**src/hcbp_pkg.sv**
```systemverilog
// shared types and constants of the huffman code bit packer
// no dependencies; imported by every module of the block but hcbp_ram
package hcbp_pkg;

  localparam int unsigned CODE_WORD_BITS = 32;
  localparam int unsigned LEN_BITS       = 6;
  localparam int unsigned PEND_BITS      = 7;
  localparam int unsigned ACC_BITS       = PEND_BITS + CODE_WORD_BITS;
  localparam int unsigned BUF_BITS       = 32;
  localparam int unsigned BUF_CNT_BITS   = 3;

  typedef enum logic [1:0] {
    CMD_LOAD   = 2'd0,
    CMD_ENCODE = 2'd1,
    CMD_FLUSH  = 2'd2
  } cmd_e_t;

  typedef struct packed {
    logic [1:0]  command;
    logic [7:0]  symbol;
    logic [31:0] code_word;
    logic [5:0]  code_length;
  } in_item_t;

  typedef struct packed {
    logic [7:0] out_byte;
    logic       byte_present;
    logic [2:0] pad_bits;
    logic       is_flush;
    logic       last;
  } out_item_t;

  // bit accumulator, newest bit in bit 0
  typedef struct packed {
    logic [PEND_BITS-1:0] bits;
    logic [2:0]           count;
  } pend_t;

  // result bytes of one item handed to the output buffer, earliest byte on top
  typedef struct packed {
    logic [BUF_BITS-1:0]     bytes;
    logic [BUF_CNT_BITS-1:0] count;
    logic                    present;
    logic [2:0]              pad;
    logic                    flush;
  } buf_load_t;

endpackage

```
**src/hcbp_outbuf.sv**
```systemverilog
// output buffer holding the result bytes of one item, one transfer per byte
// depends on hcbp_pkg
module hcbp_outbuf
  import hcbp_pkg::*;
(
  input  logic      clk,
  input  logic      rst_n,
  input  logic      load,
  input  buf_load_t res,
  output logic      free,
  output logic      out_valid,
  input  logic      out_stall,
  output out_item_t out_data
);

  logic [BUF_CNT_BITS-1:0] cnt_r, cnt_nxt;
  logic [BUF_BITS-1:0]     bytes_r, bytes_nxt;
  logic                    present_r;
  logic [2:0]              pad_r;
  logic                    flush_r;
  logic                    xfer;

  assign out_valid = (cnt_r != '0);
  assign xfer      = out_valid && !out_stall;
  // empty, or handing over its final byte in this cycle
  assign free      = (cnt_r == '0) || ((cnt_r == BUF_CNT_BITS'(1)) && !out_stall);

  always_comb begin
    cnt_nxt   = cnt_r;
    bytes_nxt = bytes_r;
    priority if (load) begin
      cnt_nxt   = res.count;
      bytes_nxt = res.bytes;
    end else if (xfer) begin
      cnt_nxt   = cnt_r - BUF_CNT_BITS'(1);
      bytes_nxt = bytes_r << 8;
    end else begin
      cnt_nxt   = cnt_r;
      bytes_nxt = bytes_r;
    end
  end

  always_ff @(posedge clk) begin
    if (!rst_n) begin
      cnt_r <= '0;
    end else begin
      cnt_r <= cnt_nxt;
    end
  end

  always_ff @(posedge clk) begin
    bytes_r <= bytes_nxt;
    if (load) begin
      present_r <= res.present;
      pad_r     <= res.pad;
      flush_r   <= res.flush;
    end
  end

  assign out_data.out_byte     = bytes_r[BUF_BITS-1 -: 8];
  assign out_data.byte_present = present_r;
  assign out_data.pad_bits     = pad_r;
  assign out_data.is_flush     = flush_r;
  assign out_data.last         = (cnt_r == BUF_CNT_BITS'(1));

endmodule

```
**config.mk**
```make
export PLATFORM = sky130hd
export DESIGN_NAME = hcbp_outbuf
export DESIGN_NICKNAME = d
export VERILOG_FILES = /design/src/hcbp_pkg.sv /design/src/hcbp_outbuf.sv
export SDC_FILE = /design/constraint.sdc
export NUM_CORES = 1
export LEC_CHECK = 0
export BUFFER_PORTS_ARGS = -buffer_cell sky130_fd_sc_hd__buf_4
export CAP_MARGIN = 30
export CORE_ASPECT_RATIO = 0.75
export CORE_MARGIN = 1.5
export CORE_UTILIZATION = 40
export CTS_CLUSTER_SIZE = 8
export DETAILED_ROUTE_END_ITERATION = 8
export HOLD_SLACK_MARGIN = 0.02
export PLACE_DENSITY = 0.63
export REMOVE_ABC_BUFFERS = 1
export SKIP_LAST_GASP = 1
export SLEW_MARGIN = 20
export SYNTH_ARGS = -nofsm -noshare
export SYNTH_HDL_FRONTEND = slang
export SYNTH_SLANG_ARGS = --single-unit
```
**constraint.sdc**
```tcl
create_clock -name clk -period 7.2 [get_ports clk]
set_clock_uncertainty 0.1 [all_clocks]
set_input_delay 1.44 -clock clk [delete_from_list [all_inputs] [get_ports clk]]
set_output_delay 1.44 -clock clk [all_outputs]
set_load 0.005 [all_outputs]
```
# Word-level counts from Yosys, hierarchy flattened
# Cells that the tools add are included.
# classes
addsub,1
eq_ne,1
muxes,4
n_reduce_logical,7
# op_table
operator,n
2-to-1 mux 32 bit,2
2-to-1 mux 3 bit,2
equality test 3 x 1 -> 1 bit (second input constant),1
logical NOT 3 bit,1
nonzero test 3 bit,1
subtractor 3 x 1 -> 3 bit (second input constant),1
logical AND 1 bit,2
nonzero test 2 bit,1
logical NOT 1 bit,1
logical OR 1 bit,1
# word_totals
regBits,40
input_bits,44
out_inout_bits,16
elab_cells,18

# Logic depth before layout (Yosys ltp)
# Gate-level depths: netlist of the first run.
# logic_depth
word_depth,4
depth_mapped,6
depth_no_buf,6

# Worst setup path before layout of the first run
# Ideal clock, no wire load.
# synth_timing
path_type,input port to flip-flop
from,in out_stall
to,"reg bytes_r[0], enable pin"
setup_ps,466
arrival_ps,3737
t_required_ps,6634
slack_ps,2897
cell_stages,1
path_buffers,0
path_cell_list,o21ai_0
# synth_between
elab_chain_cells,3
# synth_rtl
item,line,rtl
"start, declared",hcbp_outbuf.sv:12,"input logic out_stall,"
logical NOT 1 bit,hcbp_outbuf.sv:24,assign xfer = out_valid && !out_stall;
logical AND 1 bit,hcbp_outbuf.sv:24,
nonzero test 2 bit (no line),--,
"end signal, assigned",hcbp_outbuf.sv:52,bytes_r <= bytes_nxt;
"end, declared",hcbp_outbuf.sv:17,"logic [BUF_BITS-1:0] bytes_r, bytes_nxt;"
# No other way between the ends.
# A chain may end at the register's enable or synchronous reset.

# Final worst setup path of the first run
# layout_timing
from,in out_stall
to,out free
# layout_between
elab_chain_cells,3
# layout_rtl
item,line,rtl
logical NOT 1 bit,hcbp_outbuf.sv:26,assign free = (cnt_r == '0) || ((cnt_r == BUF_CNT_BITS'(1)) && !out_stall);
logical AND 1 bit,hcbp_outbuf.sv:26,
logical OR 1 bit,hcbp_outbuf.sv:26,
"end, declared",hcbp_outbuf.sv:10,"output logic free,"
# No other way between the ends.

==> impl_results.rst, run 1 <==
.. list-table::
   :header-rows: 1

   * - Metric
     - Value
   * - WL per Instance
     - ~13 um
   * - Commonest non-fill, non-tap cells in the layout
     - sky130_fd_sc_hd__buf_4 (59), sky130_fd_sc_hd__edfxtp_1 (37), sky130_fd_sc_hd__mux2_2 (24)
   * - Routability Congestion
     - 0.7535
   * - Number of library cell types mapped by synthesis
     - 22
   * - Final standard cell area without fillers
     - around 0.0023 sq mm
   * - Fraction of the mapped netlist area in simple logic gates
     - 5.738%
   * - Library cell contributing the largest single delay on the critical path
     - sky130_fd_sc_hd__a21o_1
   * - Clock Pin Slew Worst Setup and Hold Paths
     - ~0.070 ns
   * - Leading area contributor after synthesis
     - sky130_fd_sc_hd__edfxtp_1
   * - Cts bufs inserted
     - 5
   * - TritonCTS clock tree
     - yes
   * - Relative area change from synthesis to final layout
     - 29.11%
   * - Post-synthesis mux area share
     - between 10% and 20%
   * - Number of buffers inserted by hold repair at cts
     - 0
   * - Number of global-route vias before repair
     - slightly above 1000
   * - Placeable core region
     - between 0.004 and 0.005 sq mm
   * - Crit Reg-Reg Startpoint
     - cnt_r[0]
   * - Min-Delay Path Class
     - flip-flop to flip-flop
   * - Data required, critical path
     - between 5 and 6 ns
   * - Post-CTS Setup Repair Bufs
     - 0
   * - CP Max Fanout
     - 4
   * - Synth Area in XOR/XNOR
     - 0%
   * - Crit path kind
     - primary input to output pin
   * - Buffers added on ports
     - a little under 60
   * - Final number of max-transition violations
     - 0
   * - Kind of end point of the critical path
     - output pin
   * - Fraction of final layout cells with drive strength greater than 1
     - a little under three fifths
   * - RSZ-0062 raised after global routing
     - no
   * - Tightest hold margin
     - ~0.44 ns
   * - H-tree levels
     - 2
   * - P_leak
     - 0.0009548 uW
   * - Worst-path cell chain
     - buf_4 -> inv_1 -> a21o_1 -> buf_4
   * - Register bit count reported by yosys
     - 40
   * - Final period demand of the worst path
     - approximately 3.5 ns
   * - Worst path max stage delay
     - ~0.16 ns
   * - Post-detailed-routing wire length
     - between 2 and 3 mm
   * - Pin count of the biggest net entering global routing
     - 41
   * - Worst setup path startpoint
     - out_stall
   * - Top achievable clock speed
     - roughly 290 MHz
   * - Count of nets left with antenna violations after detail routing
     - 0
   * - Max Buffers Root-to-Sink
     - 2
   * - Part of the Yosys area used for sequential elements
     - 65.50%
   * - Antenna violations before repair
     - 0
   * - Most prevalent standard cell on the critical path
     - sky130_fd_sc_hd__buf_4
   * - Highest ir drop seen on vdd
     - roughly 0.12 mV
   * - X dimension of the die
     - roughly 80 um
   * - Power per standard cell area
     - about 220 mW/mm^2
   * - Placement-stage cell area
     - 0.002197 sq mm
   * - Total overflow reported by the global router
     - 0
   * - Max_slew headroom
     - between 60% and 70%
   * - Hold violation total from the final report
     - 0
   * - Slew of the pin with the lowest slew margin
     - around 0.45 ns
   * - Worst Setup Start Kind
     - primary input
   * - Clock tree root buffer cell
     - sky130_fd_sc_hd__clkbuf_8
   * - Most common cell after layout, fill and taps aside
     - sky130_fd_sc_hd__buf_4
   * - Clock insertion delay at the later pin of the skew report
     - 0.29 ns
   * - YS warnings
     - 0
   * - Residual DRC count
     - 0
   * - Die Y
     - 60.90 um
   * - Critical path arrival
     - 1.92 ns
   * - Netlist area before placement
     - 0.001788 sq mm
   * - Run status
     - complete, no violations
   * - Cells resized by post-CTS repair
     - 0
   * - Most area-consuming cells after synthesis
     - sky130_fd_sc_hd__edfxtp_1 (62%), sky130_fd_sc_hd__mux2_2 (15%), sky130_fd_sc_hd__buf_4 (4.2%), sky130_fd_sc_hd__dfxtp_1 (3.4%), sky130_fd_sc_hd__and2_1 (2.8%)
   * - Max-cap violations
     - 0
   * - # rows
     - 20
   * - Final setup violation count
     - 0
   * - Synthesized instance count
     - around 110
   * - Detailed Routing Iterations Pass 1
     - 3
   * - Count of routing violations after the opening detailed-route iteration
     - 65
   * - Clock sink count
     - 40
   * - Nets
     - about 210
   * - Post-Route Setup TNS
     - 0 ns
   * - Overall via count from detail_route
     - around 1000
   * - Mean number of vias per cell
     - 4.543
   * - Synth Area in Compound Gates
     - roughly 3.4%
   * - First-pass GRT wire length
     - between 4 and 5 mm
   * - Area fraction of the dominant cell type after synthesis
     - between 60% and 70%
   * - Synthesized area per cell
     - 15.96 sq um
   * - Effective utilization at floorplan
     - between 40% and 50%
   * - Adder and majority cell fraction of the synthesized area
     - between 2 and 2.5%
   * - Post-DP HPWL
     - about 2.0 mm
   * - Largest family of logic cells by synthesized area
     - multiplexers
   * - Antenna diode instance count
     - 0
   * - Total die area
     - 0.004884 sq mm
   * - GR Util All Layers
     - 12.70%
   * - Final period utilization
     - 48.06%
   * - Count of boundary I/O pins
     - 60
   * - HP Start
     - bytes_r[21]
## flip-flops by register name, indices dropped and copies added (netlist names)
name / flops
bytes_r: 32
cnt_r: 3
pad_r: 3
flush_r: 1
present_r: 1
## cell families after synthesis
logic type,count (synthesis)
fa+ha+maj,3
flops,40
simple gates,15
mux,25
buf+inv,20
compound gates,9
## where the power goes
group	leakage [uW]	total (uW)	switching, uW	internal, uW
Combinational	0.000516	76.9	29.3	47.6
Clock	0.0000388	141	73.6	67.1
Sequential	0.000400	289	6.54	283
## path summary, 6_finish.rpt
kind                       to  slack, ns  cells after the start
hold reg to reg   bytes_r[29]       0.44                      1
hold / removal    bytes_r[29]       0.44                      1
setup reg to reg   bytes_r[5]       5.48                      5
setup / recovery         free       3.74                      4
## routing by layer
metal	vias to the layer above	GRT usage, %	routed length, um
li1	501	-	-
met1	453	15.54	1321
met2	43	20.29	1226
met3	7	4.361	226
met4	0	6.650	60
met5	-	0	0
## area by class of cell
cell class / count / area [sq um]
multi-input combinational: 52 / 491.7
tap: 55 / 68.82
fill: 345 / 1871
inverter: 6 / 22.52
sequential: 40 / 1171
clock buffer: 6 / 72.57
timing repair buffer: 60 / 470.5
clock inverter: 2 / 11.26
## Yosys cell counts (all sizes together)
cell type	instances
a21oi	2
a21o	1
dfxtp	3
and2	8
o21ai	4
o41ai	1
and3	1
buf	14
mux2	24
nor2	1
mux2i	1
ha	3
inv	6
a31oi	1
and2b	1
nand3	2
nor2b	2
edfxtp	37
## critical path, delay by kind of cell
| family | cells | cell delay (ns) |
|---|---|---|
| AO/OA/AOI/OAI | 1 | 0.16 |
| buffers and inverters | 3 | 0.33 |
## through the flow
stage | utilization, % | power, uW | setup slack [ns] | instances
5_1_grt | 55.24 | 531.3 | 3.717 | 221
3_3_place_gp | 52.57 | 367.1 | 3.767 | 212
6_report | 55.24 | 507.0 | 3.740 | 221
3_5_place_dp | 52.57 | 370.3 | 3.736 | 212
4_1_cts | 54.58 | 510.8 | 3.735 | 220
2_1_floorplan | - | 326.7 | 2.897 | 98
No activity file was read; power rests on OpenSTA's default activity.
==> run 2, diff against run 1 <==
clock period = 3.58 ns   (was 7.2 ns; I/O delays follow)
==> impl_results.rst, run 2 (synthesized netlist as in run 1, its figures left out) <==
.. list-table::
   :header-rows: 1

   * - Metric
     - Value
   * - Clock tree root buffer cell
     - sky130_fd_sc_hd__clkbuf_8
   * - Cells after DPL
     - 212 (unchanged)
   * - WL per Instance
     - 12.56 um (-2.1%)
   * - Commonest non-fill, non-tap cells in the layout
     - sky130_fd_sc_hd__buf_4 (59), sky130_fd_sc_hd__edfxtp_1 (37), sky130_fd_sc_hd__mux2_2 (24)
   * - H-tree levels
     - 2 (unchanged)
   * - Reg with most FFs
     - bytes_r
   * - First-pass GRT wire length
     - 4.360 mm (-2.5%)
   * - R2r worst-path depth
     - 5 (unchanged)
   * - Most common cell after layout, fill and taps aside
     - sky130_fd_sc_hd__buf_4
   * - Slack of the worst reg-to-reg path
     - 1.80 ns (-3.68 ns)
   * - Min-Delay Path Class
     - flip-flop to flip-flop
   * - Critical path arrival
     - 1.38 ns (-0.54 ns)
   * - Detailed Routing Iterations Pass 1
     - 4 (+1)
   * - Clock sink count
     - 40 (unchanged)
   * - Pin count of the biggest net entering global routing
     - 41 (unchanged)
   * - Tightest hold margin
     - 0.4361 ns (-0.006860 ns)
   * - Post-CTS Setup Repair Bufs
     - 0 (unchanged)
   * - Post-detailed-routing wire length
     - 2.775 mm (-2.1%)
   * - Number of global-route vias before repair
     - 992 (-1.8%)
   * - Total die area
     - 0.004884 sq mm (unchanged)
   * - Hold violation total from the final report
     - 0 (unchanged)
   * - Clock Pin Slew Worst Setup and Hold Paths
     - 0.07 ns (about the same)
   * - TritonCTS clock tree
     - yes
   * - Pre-CTS setup slack
     - 1.322 ns (-2.413 ns)
   * - Routability Congestion
     - 0.7013 (-6.9%)
   * - Max_slew headroom
     - 69.42% (-0.47 points)
   * - Highest ir drop seen on vdd
     - 0.2903 mV (+150%)
   * - Final number of max-transition violations
     - 0 (unchanged)
   * - Final period utilization
     - 61.34%
   * - Residual DRC count
     - 0 (unchanged)
   * - Buffers added on ports
     - 59 (unchanged)
   * - Run status
     - complete, no violations
   * - Worst Setup Start Kind
     - flip-flop
   * - Fraction of final layout cells with drive strength greater than 1
     - 57.83% (+0.60 points)
   * - Kind of end point of the critical path
     - output pin
   * - X dimension of the die
     - 80.20 um (unchanged)
   * - Count of boundary I/O pins
     - 60 (unchanged)
   * - Effective utilization at floorplan
     - 42.78% (unchanged)
   * - Cells resized by post-CTS repair
     - 0 (unchanged)
   * - Critical path destination
     - free
   * - Data required, critical path
     - 2.76 ns (-2.90 ns)
   * - Final period demand of the worst path
     - between 2 and 2.5 ns
   * - Largest registers
     - bytes_r x32, cnt_r x3, pad_r x3
   * - Antenna violations before repair
     - 0 (unchanged)
   * - Max FFs per register
     - 32 (unchanged)
   * - Mean number of vias per cell
     - 4.606 (+1.4%)
   * - Max Buffers Root-to-Sink
     - 2 (unchanged)
   * - Power per standard cell area
     - 468.4 mW/mm^2 (+110%)
   * - P_leak
     - 0.0009717 uW (+1.8%)
   * - Count of nets left with antenna violations after detail routing
     - 0 (unchanged)
   * - Crit path kind
     - flip-flop to output pin
   * - Number of buffers inserted by hold repair at cts
     - 0 (unchanged)
   * - Post-route non-filler standard cell count
     - 221 (unchanged)
   * - Post-DP HPWL
     - 1.919 mm (-3.3%)
   * - Top achievable clock speed
     - approximately 460 MHz
   * - Count of routing violations after the opening detailed-route iteration
     - 44 (-32%)
   * - Fin worst setup slack
     - 1.384 ns (-2.356 ns)
   * - Post-Route Setup TNS
     - 0 ns (unchanged)
   * - Placeable core region
     - 0.004179 sq mm (unchanged)
   * - Worst setup path startpoint
     - cnt_r[0]
   * - Nets
     - 212 (unchanged)
   * - Antenna diode instance count
     - 0 (unchanged)
   * - GR Util All Layers
     - 12.52% (-0.18 points)
   * - Die Y
     - 60.90 um (unchanged)
   * - Total overflow reported by the global router
     - 0 (unchanged)
   * - Critical register-to-register path endpoint
     - bytes_r[13]
   * - Crit Reg-Reg Startpoint
     - cnt_r[0]
   * - CP Max Fanout
     - 4 (unchanged)
   * - Overall via count from detail_route
     - 1018 (+1.4%)
   * - # rows
     - 20 (unchanged)
   * - RSZ-0062 raised after global routing
     - no
   * - Final setup violation count
     - 0 (unchanged)
   * - Cts bufs inserted
     - 5 (unchanged)
   * - Max-cap violations
     - 0 (unchanged)
   * - Clock insertion delay at the later pin of the skew report
     - 0.29 ns (about the same)
   * - Slew of the pin with the lowest slew margin
     - 0.4587 ns (+0.007052 ns)
   * - Relative area change from synthesis to final layout
     - 30.65%
-- run 2: cell types whose count changed in the layout (fill, tap and decap cells not counted), sizes merged --
cell      previous run  this run
bufinv               0         1
clkbuf               6         5
clkinv               1         2
clkinvlp             1         0
-- run 2: critical path: stages, from the launching register on --
cell                      delay, ns
sky130_fd_sc_hd__dfxtp_1       0.36
sky130_fd_sc_hd__inv_1         0.09
sky130_fd_sc_hd__ha_1          0.21
sky130_fd_sc_hd__nor2b_4       0.15
sky130_fd_sc_hd__a21o_1        0.16
sky130_fd_sc_hd__buf_4         0.13
-- run 2: report_power, final --
group	switching [uW]	internal, uW
Combinational	58.6	95.9
Sequential	12.9	569
Clock	152	206
-- run 2: layout make-up --
cell class              count  area [sq um]
well taps                  55         68.82
clock buffers               5         68.82
flip-flops and latches     40          1171
clock inverters             3         42.54
fillers                   346          1843
multi-input cells          52         491.7
inverters                   6         22.52
repair buffers             60         470.5
-- run 2: how the worst min path moves through the flow --
stage	startpoint	endpoint	cells after the start
floorplan	cnt_r[0]	cnt_r[0]	2
global placement	cnt_r[0]	cnt_r[0]	2
detailed placement	cnt_r[0]	cnt_r[0]	2
global route	bytes_r[14]	bytes_r[22]	1
CTS	cnt_r[0]	cnt_r[0]	2
finish	cnt_r[0]	cnt_r[0]	2
-- run 2: through the flow --
step	util [%]	total power, uW	instance area, sq um
after CTS	55.24	1103	2308
after floorplan	-	657.1	1674
after global placement	52.57	739.2	2197
after global routing	55.90	1146	2336
final	55.90	1094	2336
after detailed placement	52.57	744.0	2197
-- run 2: layer usage --
metal / part of all wire, % / global-route usage [%] / wire length [um] / up-vias
met4: 1.9 / 7.389 / 53 / 0
met1: 44 / 14.44 / 1230 / 467
li1: - / - / - / 503
met5: 0 / 0 / 0 / -
met2: 45 / 20.41 / 1261 / 42
met3: 8.3 / 4.662 / 229 / 6
